[config.mk]
export PLATFORM = sky130hd
export DESIGN_NAME = one_wire_bus_master_top_flat
export DESIGN_NICKNAME = d
export VERILOG_FILES = /design/src/sv/owm_pkg.sv /design/src/sv/owm_if.sv /design/src/sv/owm_cfg.sv /design/src/sv/one_wire_bus_master_top.sv /design/src/flat_wrapper.sv
export SDC_FILE = /design/constraint.sdc
export NUM_CORES = 1
export LEC_CHECK = 0
export BUFFER_PORTS_ARGS = -buffer_cell sky130_fd_sc_hd__buf_2
export CAP_MARGIN = 20
export CELL_PAD_IN_SITES_DETAIL_PLACEMENT = 0
export CELL_PAD_IN_SITES_GLOBAL_PLACEMENT = 1
export CORE_MARGIN = 2
export CORE_UTILIZATION = 40
export CTS_BUF_LIST = sky130_fd_sc_hd__clkbuf_8
export CTS_CLUSTER_DIAMETER = 40
export DETAILED_ROUTE_END_ITERATION = 12
export GPL_ROUTABILITY_DRIVEN = 0
export PLACE_DENSITY_LB_ADDON = 0.1
export SYNTH_ARGS = -nofsm -noshare
export SYNTH_HDL_FRONTEND = slang
export SYNTH_SLANG_ARGS = --single-unit
[constraint.sdc]
create_clock -name clk -period 10.5 [get_ports clk]
set_input_delay 0.525 -clock clk [delete_from_list [all_inputs] [get_ports clk]]
set_output_delay 0.525 -clock clk [all_outputs]
set_load 0.1 [all_outputs]
[src/sv/owm_pkg.sv]
package owm_pkg;

  localparam int CNT_W = 10;
  localparam int CFG_W = 10;
  localparam int REG_NUM = 8;
  localparam int IDX_W = $clog2(REG_NUM);
  localparam int CMP_W = ((CNT_W > CFG_W) ? CNT_W : CFG_W) + 1;
  localparam logic [CNT_W-1:0] CNT_MAX = {CNT_W{1'b1}};

  localparam logic [IDX_W-1:0] REG_RESET_LOW     = IDX_W'(0);
  localparam logic [IDX_W-1:0] REG_RESET_RELEASE = IDX_W'(1);
  localparam logic [IDX_W-1:0] REG_PRES_WAIT     = IDX_W'(2);
  localparam logic [IDX_W-1:0] REG_PRES_END      = IDX_W'(3);
  localparam logic [IDX_W-1:0] REG_SHORT_SLOT    = IDX_W'(4);
  localparam logic [IDX_W-1:0] REG_LONG_SLOT     = IDX_W'(5);
  localparam logic [IDX_W-1:0] REG_SAMPLE_DELAY  = IDX_W'(6);
  localparam logic [IDX_W-1:0] REG_READ_RECOVERY = IDX_W'(7);

  localparam logic [1:0] MODE_TICK  = 2'd0;
  localparam logic [1:0] MODE_RESET = 2'd1;
  localparam logic [1:0] MODE_WRITE = 2'd2;
  localparam logic [1:0] MODE_READ  = 2'd3;

  typedef struct packed {
    logic [9:0] reset_low_ticks;
    logic [7:0] reset_release_ticks;
    logic [9:0] presence_wait_limit;
    logic [9:0] presence_end_limit;
    logic [3:0] short_slot_ticks;
    logic [7:0] long_slot_ticks;
    logic [5:0] sample_delay_ticks;
    logic [7:0] read_recovery_ticks;
  } cfg_regs_t;

  function automatic logic [CNT_W-1:0] limit_of(input logic [CFG_W-1:0] t);
    logic [CMP_W-1:0] tw;
    logic [CMP_W-1:0] mw;
    tw = CMP_W'(t);
    mw = CMP_W'(CNT_MAX);
    if (t == '0) begin
      limit_of = CNT_W'(1);
    end else if (tw > mw) begin
      limit_of = CNT_MAX;
    end else begin
      limit_of = CNT_W'(tw);
    end
  endfunction

endpackage

[src/sv/owm_if.sv]
interface owm_in_if;
  logic       valid;
  logic       ready;
  logic [1:0] mode;
  logic [7:0] data_byte;
  logic       line_in;

  modport source (output valid, output mode, output data_byte, output line_in, input ready);
  modport sink (input valid, input mode, input data_byte, input line_in, output ready);
endinterface

interface owm_out_if;
  logic       valid;
  logic       ready;
  logic       drive_low;
  logic       busy_res;
  logic       done_res;
  logic [7:0] read_data;
  logic [1:0] status;

  modport source (output valid, output drive_low, output busy_res, output done_res,
                  output read_data, output status, input ready);
  modport sink (input valid, input drive_low, input busy_res, input done_res,
                input read_data, input status, output ready);
endinterface

[src/sv/owm_cfg.sv]
module owm_cfg
  import owm_pkg::*;
(
  input  logic             clk,
  input  logic             rst_n,
  input  logic             cfg_we,
  input  logic [IDX_W-1:0] cfg_index,
  input  logic [CFG_W-1:0] cfg_data,
  output cfg_regs_t        regs
);

  cfg_regs_t regs_r;

  always_ff @(posedge clk) begin
    if (!rst_n) begin
      regs_r.reset_low_ticks     <= 10'd750;
      regs_r.reset_release_ticks <= 8'd15;
      regs_r.presence_wait_limit <= 10'd200;
      regs_r.presence_end_limit  <= 10'd240;
      regs_r.short_slot_ticks    <= 4'd2;
      regs_r.long_slot_ticks     <= 8'd60;
      regs_r.sample_delay_ticks  <= 6'd12;
      regs_r.read_recovery_ticks <= 8'd50;
    end else if (cfg_we) begin
      case (cfg_index)
        REG_RESET_LOW:     regs_r.reset_low_ticks     <= cfg_data[9:0];
        REG_RESET_RELEASE: regs_r.reset_release_ticks <= cfg_data[7:0];
        REG_PRES_WAIT:     regs_r.presence_wait_limit <= cfg_data[9:0];
        REG_PRES_END:      regs_r.presence_end_limit  <= cfg_data[9:0];
        REG_SHORT_SLOT:    regs_r.short_slot_ticks    <= cfg_data[3:0];
        REG_LONG_SLOT:     regs_r.long_slot_ticks     <= cfg_data[7:0];
        REG_SAMPLE_DELAY:  regs_r.sample_delay_ticks  <= cfg_data[5:0];
        REG_READ_RECOVERY: regs_r.read_recovery_ticks <= cfg_data[7:0];
        default: begin
        end
      endcase
    end
  end

  assign regs = regs_r;

endmodule

[src/sv/one_wire_bus_master_top.sv]
// One word in, one word out: each accepted tick word yields its result word in the output register on the next cycle.
// Throughput is one word per cycle unless the output stalls; the bus state advances in a single registered pass.
// A full output register still accepts a new word in the cycle it is taken downstream.
// Synchronous active-low reset returns to idle, clears status and read data, and loads
// the default timing registers.
module one_wire_bus_master_top
  import owm_pkg::*;
(
  input  logic             clk,
  input  logic             rst_n,
  owm_in_if.sink           in_word,
  owm_out_if.source        out_word,
  input  logic             cfg_we,
  input  logic [IDX_W-1:0] cfg_index,
  input  logic [CFG_W-1:0] cfg_data
);

  localparam logic [3:0] PH_IDLE      = 4'd0;
  localparam logic [3:0] PH_RST_LOW   = 4'd1;
  localparam logic [3:0] PH_RST_REL   = 4'd2;
  localparam logic [3:0] PH_PRES_WAIT = 4'd3;
  localparam logic [3:0] PH_PRES_END  = 4'd4;
  localparam logic [3:0] PH_WR_LOW    = 4'd5;
  localparam logic [3:0] PH_WR_REL    = 4'd6;
  localparam logic [3:0] PH_RD_LOW    = 4'd7;
  localparam logic [3:0] PH_RD_WAIT   = 4'd8;
  localparam logic [3:0] PH_RD_REC    = 4'd9;

  localparam logic [1:0] ST_OK      = 2'd0;
  localparam logic [1:0] ST_NO_PRES = 2'd1;
  localparam logic [1:0] ST_STUCK   = 2'd2;

  cfg_regs_t regs;

  owm_cfg u_cfg (
    .clk       (clk),
    .rst_n     (rst_n),
    .cfg_we    (cfg_we),
    .cfg_index (cfg_index),
    .cfg_data  (cfg_data),
    .regs      (regs)
  );

  logic [3:0]       phase_r, phase_nxt;
  logic [CNT_W-1:0] tick_r, tick_nxt;
  logic [3:0]       bit_r, bit_nxt;
  logic [7:0]       shift_r, shift_nxt;
  logic [1:0]       status_r, status_nxt;
  logic [7:0]       rdata_r, rdata_nxt;

  logic       out_valid_r;
  logic       drive_r, busy_r, done_r;
  logic       drive_nxt, busy_nxt, done_nxt;
  logic       accept;

  logic [3:0]       ph;
  logic [7:0]       shift_in;
  logic [3:0]       bit_in;
  logic [CNT_W-1:0] cnt_base;
  logic [CNT_W-1:0] cnt_inc;
  logic [CFG_W-1:0] target;
  logic             t_end;
  logic             fin;
  logic [3:0]       bc_inc;

  assign in_word.ready = !out_valid_r || out_word.ready;
  assign accept = in_word.valid && in_word.ready;

  always_comb begin
    ph = phase_r;
    shift_in = shift_r;
    cnt_base = tick_r;
    bit_in = bit_r;
    if (phase_r == PH_IDLE) begin
      cnt_base = '0;
      bit_in = '0;
      case (in_word.mode)
        MODE_RESET: ph = PH_RST_LOW;
        MODE_WRITE: begin
          ph = PH_WR_LOW;
          shift_in = in_word.data_byte;
        end
        MODE_READ: begin
          ph = PH_RD_LOW;
          shift_in = '0;
        end
        default: ph = PH_IDLE;
      endcase
    end
  end

  always_comb begin
    case (ph)
      PH_RST_LOW:   target = CFG_W'(regs.reset_low_ticks);
      PH_RST_REL:   target = CFG_W'(regs.reset_release_ticks);
      PH_PRES_WAIT: target = CFG_W'(regs.presence_wait_limit);
      PH_PRES_END:  target = CFG_W'(regs.presence_end_limit);
      PH_WR_LOW:    target = shift_in[0] ? CFG_W'(regs.short_slot_ticks)
                                         : CFG_W'(regs.long_slot_ticks);
      PH_WR_REL:    target = shift_in[0] ? CFG_W'(regs.long_slot_ticks)
                                         : CFG_W'(regs.short_slot_ticks);
      PH_RD_LOW:    target = CFG_W'(regs.short_slot_ticks);
      PH_RD_WAIT:   target = CFG_W'(regs.sample_delay_ticks);
      PH_RD_REC:    target = CFG_W'(regs.read_recovery_ticks);
      default:      target = CFG_W'(1);
    endcase
    cnt_inc = (cnt_base < CNT_MAX) ? cnt_base + CNT_W'(1) : CNT_MAX;
    t_end = cnt_inc >= limit_of(target);
  end

  always_comb begin
    phase_nxt = ph;
    tick_nxt = cnt_base;
    shift_nxt = shift_in;
    bit_nxt = bit_in;
    status_nxt = status_r;
    rdata_nxt = rdata_r;
    drive_nxt = 1'b0;
    busy_nxt = 1'b1;
    done_nxt = 1'b0;
    fin = 1'b0;
    bc_inc = bit_in + 4'd1;
    case (ph)
      PH_RST_LOW: begin
        drive_nxt = 1'b1;
        tick_nxt = t_end ? '0 : cnt_inc;
        if (t_end) begin
          phase_nxt = PH_RST_REL;
        end
      end
      PH_RST_REL: begin
        tick_nxt = t_end ? '0 : cnt_inc;
        if (t_end) begin
          phase_nxt = PH_PRES_WAIT;
        end
      end
      PH_PRES_WAIT: begin
        if (!in_word.line_in) begin
          phase_nxt = PH_PRES_END;
          tick_nxt = CNT_W'(1);
          if (limit_of(CFG_W'(regs.presence_end_limit)) == CNT_W'(1)) begin
            status_nxt = ST_STUCK;
            fin = 1'b1;
          end
        end else begin
          tick_nxt = t_end ? '0 : cnt_inc;
          if (t_end) begin
            status_nxt = ST_NO_PRES;
            fin = 1'b1;
          end
        end
      end
      PH_PRES_END: begin
        if (in_word.line_in) begin
          status_nxt = ST_OK;
          fin = 1'b1;
        end else begin
          tick_nxt = t_end ? '0 : cnt_inc;
          if (t_end) begin
            status_nxt = ST_STUCK;
            fin = 1'b1;
          end
        end
      end
      PH_WR_LOW: begin
        drive_nxt = 1'b1;
        tick_nxt = t_end ? '0 : cnt_inc;
        if (t_end) begin
          phase_nxt = PH_WR_REL;
        end
      end
      PH_WR_REL: begin
        tick_nxt = t_end ? '0 : cnt_inc;
        if (t_end) begin
          shift_nxt = {1'b0, shift_in[7:1]};
          bit_nxt = bc_inc;
          if (bc_inc >= 4'd8) begin
            fin = 1'b1;
          end else begin
            phase_nxt = PH_WR_LOW;
          end
        end
      end
      PH_RD_LOW: begin
        drive_nxt = 1'b1;
        tick_nxt = t_end ? '0 : cnt_inc;
        if (t_end) begin
          phase_nxt = PH_RD_WAIT;
        end
      end
      PH_RD_WAIT: begin
        tick_nxt = t_end ? '0 : cnt_inc;
        if (t_end) begin
          shift_nxt = {in_word.line_in, shift_in[7:1]};
          phase_nxt = PH_RD_REC;
        end
      end
      PH_RD_REC: begin
        tick_nxt = t_end ? '0 : cnt_inc;
        if (t_end) begin
          bit_nxt = bc_inc;
          if (bc_inc >= 4'd8) begin
            rdata_nxt = shift_in;
            fin = 1'b1;
          end else begin
            phase_nxt = PH_RD_LOW;
          end
        end
      end
      default: begin
        phase_nxt = PH_IDLE;
        busy_nxt = 1'b0;
      end
    endcase
    if (fin) begin
      phase_nxt = PH_IDLE;
      tick_nxt = '0;
      bit_nxt = '0;
      busy_nxt = 1'b0;
      done_nxt = 1'b1;
    end
  end

  always_ff @(posedge clk) begin
    if (!rst_n) begin
      phase_r <= PH_IDLE;
      tick_r <= '0;
      bit_r <= '0;
      shift_r <= '0;
      status_r <= ST_OK;
      rdata_r <= '0;
      out_valid_r <= 1'b0;
    end else begin
      if (accept) begin
        phase_r <= phase_nxt;
        tick_r <= tick_nxt;
        bit_r <= bit_nxt;
        shift_r <= shift_nxt;
        status_r <= status_nxt;
        rdata_r <= rdata_nxt;
        out_valid_r <= 1'b1;
      end else if (out_word.ready) begin
        out_valid_r <= 1'b0;
      end
    end
  end

  always_ff @(posedge clk) begin
    if (accept) begin
      drive_r <= drive_nxt;
      busy_r <= busy_nxt;
      done_r <= done_nxt;
    end
  end

  assign out_word.valid = out_valid_r;
  assign out_word.drive_low = drive_r;
  assign out_word.busy_res = busy_r;
  assign out_word.done_res = done_r;
  assign out_word.read_data = rdata_r;
  assign out_word.status = status_r;

  a_done_not_busy: assert property (@(posedge clk) disable iff (!rst_n)
    out_valid_r && done_r |-> !busy_r)
    else $error("done word reports busy");

  a_done_idle: assert property (@(posedge clk) disable iff (!rst_n)
    accept && done_nxt |=> phase_r == PH_IDLE && bit_r == 4'd0 && tick_r == '0)
    else $error("sequencer not idle after command completion");

  a_status_code: assert property (@(posedge clk) disable iff (!rst_n)
    status_r <= ST_STUCK)
    else $error("illegal status code");

  a_bit_range: assert property (@(posedge clk) disable iff (!rst_n)
    bit_r < 4'd8)
    else $error("bit count past one byte");

  a_hold_state: assert property (@(posedge clk) disable iff (!rst_n)
    !accept |=> $stable(phase_r) && $stable(tick_r) && $stable(shift_r))
    else $error("sequencer state moved without an accepted word");

endmodule
[src/flat_wrapper.sv]
// flat-port wrapper written by rule: the top's interface ports become plain ports
module one_wire_bus_master_top_flat import owm_pkg::*;
  (clk, rst_n, cfg_we, cfg_index, cfg_data, in_word_valid, in_word_mode, in_word_data_byte, in_word_line_in, in_word_ready, out_word_valid, out_word_drive_low, out_word_busy_res, out_word_done_res, out_word_read_data, out_word_status, out_word_ready);
  owm_in_if in_word_i ();
  owm_out_if out_word_i ();
  input  logic clk;
  input  logic rst_n;
  input  logic cfg_we;
  input  logic [IDX_W-1:0] cfg_index;
  input  logic [CFG_W-1:0] cfg_data;
  input wire logic [$bits(in_word_i.valid)-1:0] in_word_valid;
  input wire logic [$bits(in_word_i.mode)-1:0] in_word_mode;
  input wire logic [$bits(in_word_i.data_byte)-1:0] in_word_data_byte;
  input wire logic [$bits(in_word_i.line_in)-1:0] in_word_line_in;
  output wire logic [$bits(in_word_i.ready)-1:0] in_word_ready;
  output wire logic [$bits(out_word_i.valid)-1:0] out_word_valid;
  output wire logic [$bits(out_word_i.drive_low)-1:0] out_word_drive_low;
  output wire logic [$bits(out_word_i.busy_res)-1:0] out_word_busy_res;
  output wire logic [$bits(out_word_i.done_res)-1:0] out_word_done_res;
  output wire logic [$bits(out_word_i.read_data)-1:0] out_word_read_data;
  output wire logic [$bits(out_word_i.status)-1:0] out_word_status;
  input wire logic [$bits(out_word_i.ready)-1:0] out_word_ready;
  assign in_word_i.valid = in_word_valid;
  assign in_word_i.mode = in_word_mode;
  assign in_word_i.data_byte = in_word_data_byte;
  assign in_word_i.line_in = in_word_line_in;
  assign in_word_ready = in_word_i.ready;
  assign out_word_valid = out_word_i.valid;
  assign out_word_drive_low = out_word_i.drive_low;
  assign out_word_busy_res = out_word_i.busy_res;
  assign out_word_done_res = out_word_i.done_res;
  assign out_word_read_data = out_word_i.read_data;
  assign out_word_status = out_word_i.status;
  assign out_word_i.ready = out_word_ready;
  one_wire_bus_master_top u_core (.clk(clk), .rst_n(rst_n), .in_word(in_word_i), .out_word(out_word_i), .cfg_we(cfg_we), .cfg_index(cfg_index), .cfg_data(cfg_data));
endmodule
Word level (Yosys, flattened, before mapping)

Index checks and enable logic that the tools add are counted.

Register bits after elaboration: 104
Input port bits: 29
Output and inout port bits: 15
Word-level logic and storage cells: 124

Mux-type cells: 55
Reduce and logical (&&, ||, !) cells: 23
Order comparisons: 3
Equal/unequal tests: 23
$add $sub $neg: 2

Operators by type and width:

| cell                                                                    | number |
|---|---|
| 10-bit 2-to-1 mux                                                       | 10 |
| 10-bit one-hot mux with 9 select lines                                  | 1 |
| 4-bit 2-to-1 mux                                                        | 16 |
| 8-bit 2-to-1 mux                                                        | 5 |
| 4-bit one-hot mux with 9 select lines                                   | 1 |
| 8-bit one-hot mux with 2 select lines                                   | 2 |
| 10-bit one-hot mux with 3 select lines                                  | 1 |
| 10-bit zero test                                                        | 2 |
| 4-bit by 3-bit == test with 1-bit output, second input constant         | 4 |
| 2-bit AND reduction                                                     | 8 |
| 3-bit == test, second input constant                                    | 4 |
| 1-bit 2-to-1 mux                                                        | 11 |
| 10-bit by 1-bit adder with 10-bit output, second input constant         | 1 |
| 10-bit by 1-bit == test with 1-bit output, second input constant        | 1 |
| 10-bit >= comparator                                                    | 1 |
| 10-bit less-than comparator, second input constant                      | 1 |
| 2-bit 2-to-1 mux                                                        | 5 |
| 3-bit by 2-bit inequality test with 1-bit output, second input constant | 3 |
| 3-bit one-hot mux with 3 select lines                                   | 1 |
| 9-bit OR reduction                                                      | 1 |
| 4-bit by 2-bit == test with 1-bit output, second input constant         | 2 |
| 4-bit == test, second input constant                                    | 2 |
| 7-bit OR reduction                                                      | 1 |
| 3-bit by 2-bit == test with 1-bit output, second input constant         | 2 |
| 18 further kinds                                                        | 20 |

Longest topological paths before layout

Depth after elaboration: 12
Depth in mapped cells: 21
Mapped depth without buffers: 18

Hierarchy

From an unflattened synthesis, not the netlist that was laid out.

Cell total of the unflattened synthesis: 638
Area, all modules: 5507.8 um^2

Modules (own cells, without submodules):

| module                  | times used | sequential area each (um^2) | cells an instance | area an instance (um^2) |
|---|---|---|---|---|
| one_wire_bus_master_top | 1          | 830.8                       | 398               | 2995.4 |
| owm_cfg                 | 1          | 1281.2                      | 240               | 2512.4 |

Least setup slack after synthesis

Ideal clock, no wire load.

Kind: reg-to-reg
From: register u_core.phase_r[0]
To: register u_core.phase_r[1]
Required time: 10.378 ns
Clock period less this slack: 4.250 ns
Setup time: 0.122 ns
Stages on the path, launching flop included: 19
Arrival time: 4.128 ns
Buffers on the path: 3
Slack: 6.250 ns
Path through: dfxtp_1 -> buf_4 -> nor4_4 -> nand2_2 -> mux2_4 -> mux2_4 -> a221oi_2 -> and3_1 -> a31o_1 -> ha_1 -> nand2b_1 -> a21o_1 -> a221oi_1 -> and2_1 -> clkbuf_1 -> buf_2 -> a21o_1 -> a32oi_1 -> o311a_1

Cells in the longest elaborated chain, start to end: 11
Elaborated cells on any way between the ends: 44
Classes of those cells: add/sub: 2; order compare: 3; eq/ne: 9; mux: 27; reduce/logical: 3

Ends and longest elaborated chain:

| what                                                 | line                                                           | RTL |
|---|---|---|
| from (decl)                                          | one_wire_bus_master_top.sv:44                                  | `logic [3:0] phase_r, phase_nxt;` |
| from (signal assigned)                               | one_wire_bus_master_top.sv:235                                 | `phase_r <= phase_nxt;` |
| 4-bit zero test                                      | one_wire_bus_master_top.sv:74                                  | `if (phase_r == PH_IDLE) begin` |
| 4-bit 2-to-1 mux or 8-bit 2-to-1 mux (tied branches) | one_wire_bus_master_top.sv:74                                  |  |
| 4-bit == test (tied with other cells)                | one_wire_bus_master_top.sv:93, one_wire_bus_master_top.sv:123  |  |
| 10-bit one-hot mux with 9 select lines               | one_wire_bus_master_top.sv:93                                  | `case (ph)` |
| 10-bit zero test                                     | owm_pkg.sv:40                                                  | `if (t == '0) begin` |
| 10-bit 2-to-1 mux                                    | owm_pkg.sv:40                                                  |  |
| 10-bit >= comparator                                 | one_wire_bus_master_top.sv:108                                 | `t_end = cnt_inc >= limit_of(target);` |
| 1-bit 2-to-1 mux                                     | one_wire_bus_master_top.sv:147, one_wire_bus_master_top.sv:159 |  |
| 1-bit 2-to-1 mux (on tied branches)                  | one_wire_bus_master_top.sv:154, one_wire_bus_master_top.sv:138 |  |
| 1-bit one-hot mux with 3 select lines                | one_wire_bus_master_top.sv:123                                 | `case (ph)` |
| 4-bit 2-to-1 mux *                                   | one_wire_bus_master_top.sv:215                                 | `if (fin) begin` |

Every way passes the cells marked *; elsewhere a longest branch is shown, timed or not.
A chain may end at the register's enable or synchronous reset.

Worst setup path after layout

From: register u_core.phase_r[1]
To: register u_core.tick_r[6]

Cells in the longest elaborated chain, start to end: 11
Elaborated cells on any way between the ends: 38
Classes of those cells: add/sub: 2; order compare: 3; eq/ne: 9; mux: 20; reduce/logical: 4

Ends and longest elaborated chain:

| what                                                                                            | line                                                          | RTL |
|---|---|---|
| 4-bit zero test                                                                                 | one_wire_bus_master_top.sv:74                                 |  |
| 4-bit 2-to-1 mux or 8-bit 2-to-1 mux (tied branches)                                            | one_wire_bus_master_top.sv:74                                 |  |
| 4-bit == test (tied with other cells)                                                           | one_wire_bus_master_top.sv:93, one_wire_bus_master_top.sv:123 |  |
| 10-bit one-hot mux with 9 select lines                                                          | one_wire_bus_master_top.sv:93                                 |  |
| 10-bit zero test                                                                                | owm_pkg.sv:40                                                 |  |
| 10-bit 2-to-1 mux                                                                               | owm_pkg.sv:40                                                 |  |
| 10-bit >= comparator                                                                            | one_wire_bus_master_top.sv:108                                |  |
| 10-bit 2-to-1 mux or 1-bit 2-to-1 mux (tied branches)                                           | --                                                            |  |
| 10-bit 2-to-1 mux (tied with other cells)                                                       | one_wire_bus_master_top.sv:154                                | `if (in_word.line_in) begin` |
| 10-bit one-hot mux with 3 select lines or 1-bit one-hot mux with 3 select lines (tied branches) | one_wire_bus_master_top.sv:123                                |  |
| 10-bit 2-to-1 mux *                                                                             | one_wire_bus_master_top.sv:215                                |  |
| to (signal assigned)                                                                            | one_wire_bus_master_top.sv:236                                | `tick_r <= tick_nxt;` |
| to (decl)                                                                                       | one_wire_bus_master_top.sv:45                                 | `logic [CNT_W-1:0] tick_r, tick_nxt;` |

Marks and branches as above.

==> impl_metrics.ini <==
[outcome]
status = completed

[setup_path]
reg2reg_depth = 15
critPathMaxStageDelay_ns = 0.88
slowest_stage = nor4_4
start_kind = register
required_ns = 10.83
reg2reg_from = u_core.phase_r[1]$_SDFFE_PN0P_
r2r_setup_slack_ns = 4.70
crit_path_frequent_cell = mux2_4
cp_cell_sequence = nor4_4 > nand2_2 > mux2_4 > mux2_4 > a221oi_2 > and3_1 > a31o_1 > ha_1 > nand2b_1 > a21o_1 > a221oi_1 > nand2_1 > nor3b_1 > a22oi_1 > nor2_1
arrival_ns = 6.13
crit_fanout = 28
worstSetupPathType = register to register
setup.worst_path.end_class = register
worstReg2RegEnd = u_core.tick_r[6]$_SDFFE_PN0P_

[layout]
fin_cells = 936
fin_nets = 792
syn_to_final_growth_pct = 9.64
drive_above_1_share_pct = 11.0
stdcell_area_um2 = 6170
n_antenna_cell = 0
register_area_um2 = 2110
nFillCells = 1389
multi_input_area_um2 = 3310

[worst_hold_path]
min-delay-start = in_word_valid
hold_path_depth = 3
holdCritPathClass = input pin to register
hold_end = u_core.out_word.valid$_SDFFE_PN0P_

[timing]
rsz0062_at_grt = no
fin_hold_ws_ns = 0.358
drv_slew = 0
min_period_ns = 5.80
max_slew_margin_pct = 28.2
period_share_pct = 55.2
fmax_mhz = 172
skew_ns = 0.0137
tightest_slew_ns = 1.07
finalHoldViolCount = 0
setup_viol = 0
tns_ns = 0

[synth]
syn_area_um2 = 5630
synth_warnings = 0
synth_simple_gate_area_share_pct = 29.1
synthAdderAreaFrac_pct = 2.67
syn_inst = 735
synth_edf_count = 3
async_reset_ff_share_pct = 0
syn_avg_cell_area_um2 = 7.66
synth_top_family_by_area = simple AND/OR/NAND/NOR gates
synth_compound_area_share_pct = 21.6
synth_top_area_cell = dfxtp_1
synth.distinct_cells = 67
yosysMostFrequentCell = nand2_1
synth_top_area_share_pct = 35.9
ys_top_cells_by_area = dfxtp_1, nand2_1, a21oi_1
synth_top_cells_by_count = nand2_1, dfxtp_1, a21oi_1, nor2_1, nand3_1
synth_nets = 776
yosysSeqAreaShare_pct = 37.5
synth_xor_area_share_pct = 0.311
ys_ff_latch = 104
synthFlopType = dfxtp_1
synthMuxAreaShare_pct = 5.00

[route]
drt.antenna.violating_nets = 0
firstDrtPassIters = 5
routedWlPerCell_um = 18.7
drc = 0
via_per_inst = 5.76
num_vias = 5393
wl_um = 17500
drtIter0Drc = 482

[power]
vdd_drop_max_mv = 0.0820
total_power_uw = 903
power.leakage_uw = 0.00238
p_per_area_nw_per_um2 = 146

[clock_network]
tritoncts = done
cts-root-buf = clkbuf_8
cts_buffer_depth = 2
numCtsBuffers = 9
clkSinkCount = 104
clk_latency_ns = 0.40
htreeDepth = 3
hold_buffers = 0
clkTransAtPathRegs_ns = 0.10
postCtsSetupBuffers = 0
cts_resized = 0

[job]
cap_viol_max_count = 0

[die]
fp.dieH_um = 123
io_pins = 44
core-area_um2 = 13800
rows = 43
die-area_um2 = 15000
die_w_um = 123
initial_utilization_pct = 40.7

[global_routing]
grt_pass1_vias = 4970
grt_pass1_wl_um = 27600
grt_max_degree = 40
use_met2_pct = 38.4
met3_usage_pct = 5.81
antenna_found_initial = 0
grt.total_usage_pct = 24.0
busiest_layer = met2
grt_overflow_total = 0
met1_usage_pct = 32.3

[placement]
placed_area_um2 = 5950
dp.final_hpwl_um = 12500
dpl.cell_count = 920
port_buffers = 43
[per-layer routing]
metal | up-vias | wire length (um)
met4 | 0 | 320
met5 | - | 0
met2 | 176 | 8110
li1 | 2649 | -
met1 | 2546 | 7880
met3 | 22 | 1150
[logic make-up (layout without fill, tap and decap cells)]
| family | Yosys count | after routing |
|---|---|---|
| buf+inv | 54 | 75 |
| compound gates | 185 | 185 |
| mux | 27 | 27 |
| simple gates | 351 | 351 |
| flops | 104 | 104 |
| xor+xnor | 2 | 2 |
| fa+ha+maj | 12 | 12 |
[state kept, by name, indices dropped and copies added, names as in the netlist]
register / count
u_core.out_word.busy_res: 1
u_core.phase_r: 4
u_core.shift_r: 8
u_core.out_word.valid: 1
u_core.out_word.read_data: 8
u_core.tick_r: 10
u_core.u_cfg.regs: 64
u_core.out_word.done_res: 1
u_core.out_word.drive_low: 1
u_core.bit_r: 4
u_core.out_word.status: 2
[per-stage QoR]
stage               utilization (%)  setup slack, ns
detailed placement             43.0             4.73
floorplan                         -             6.25
CTS                            44.7             4.69
global route                   44.7             4.24
global placement               43.0             4.99
finish                         44.7             4.70
[where the power goes]
part	switching (uW)	internal, uW
logic	126	62.8
registers	12.5	408
clock network	155	138
[layout make-up]
type                       instances  share of cell area [%]
multi-input combinational        577                    53.6
tap                              180                    3.65
timing repair buffer              50                    4.34
clock buffer                       9                    2.01
sequential                       104                    34.2
inverter                           9                   0.547
clock inverter                     7                    1.64
[worst max-delay path by stage]
stage	end	cells after the start	start	slack (ns)
after floorplan	u_core.phase_r[1]$_SDFFE_PN0P_	18	u_core.phase_r[0]$_SDFFE_PN0P_	6.25
after global placement	u_core.bit_r[2]$_SDFFE_PN0P_	15	u_core.phase_r[1]$_SDFFE_PN0P_	4.99
after detailed placement	u_core.tick_r[6]$_SDFFE_PN0P_	15	u_core.phase_r[1]$_SDFFE_PN0P_	4.73
after CTS	u_core.tick_r[6]$_SDFFE_PN0P_	15	u_core.phase_r[1]$_SDFFE_PN0P_	4.69
after global routing	u_core.tick_r[6]$_SDFFE_PN0P_	15	u_core.phase_r[1]$_SDFFE_PN0P_	4.24
final	u_core.tick_r[6]$_SDFFE_PN0P_	15	u_core.phase_r[1]$_SDFFE_PN0P_	4.70
[cells in the final DEF (no fill, tap or decap), types with 10 or more instances in the layout]
cell type  instances
dfxtp_1          101
nor2_1            59
mux2i_1           24
a22oi_1           19
nand2b_1          10
a21o_1            11
nor3_1            12
nand3_1           42
a21oi_1           69
buf_2             43
nor2b_1           13
nand2_1          163
a211oi_1          10
ha_1              12
nor3b_1           12
o21ai_0           16
[critical path, delay by kind of cell, from the launching register on]
family | cells | cell delay, ns
DFF | 1 | 0.63
and+or+nand+nor | 7 | 2.78
adders and majority gates | 1 | 0.22
AOI/OAI and AO/OA | 5 | 1.29
muxes | 2 | 0.79
Note: power is estimated with default switching activity, not from simulation.
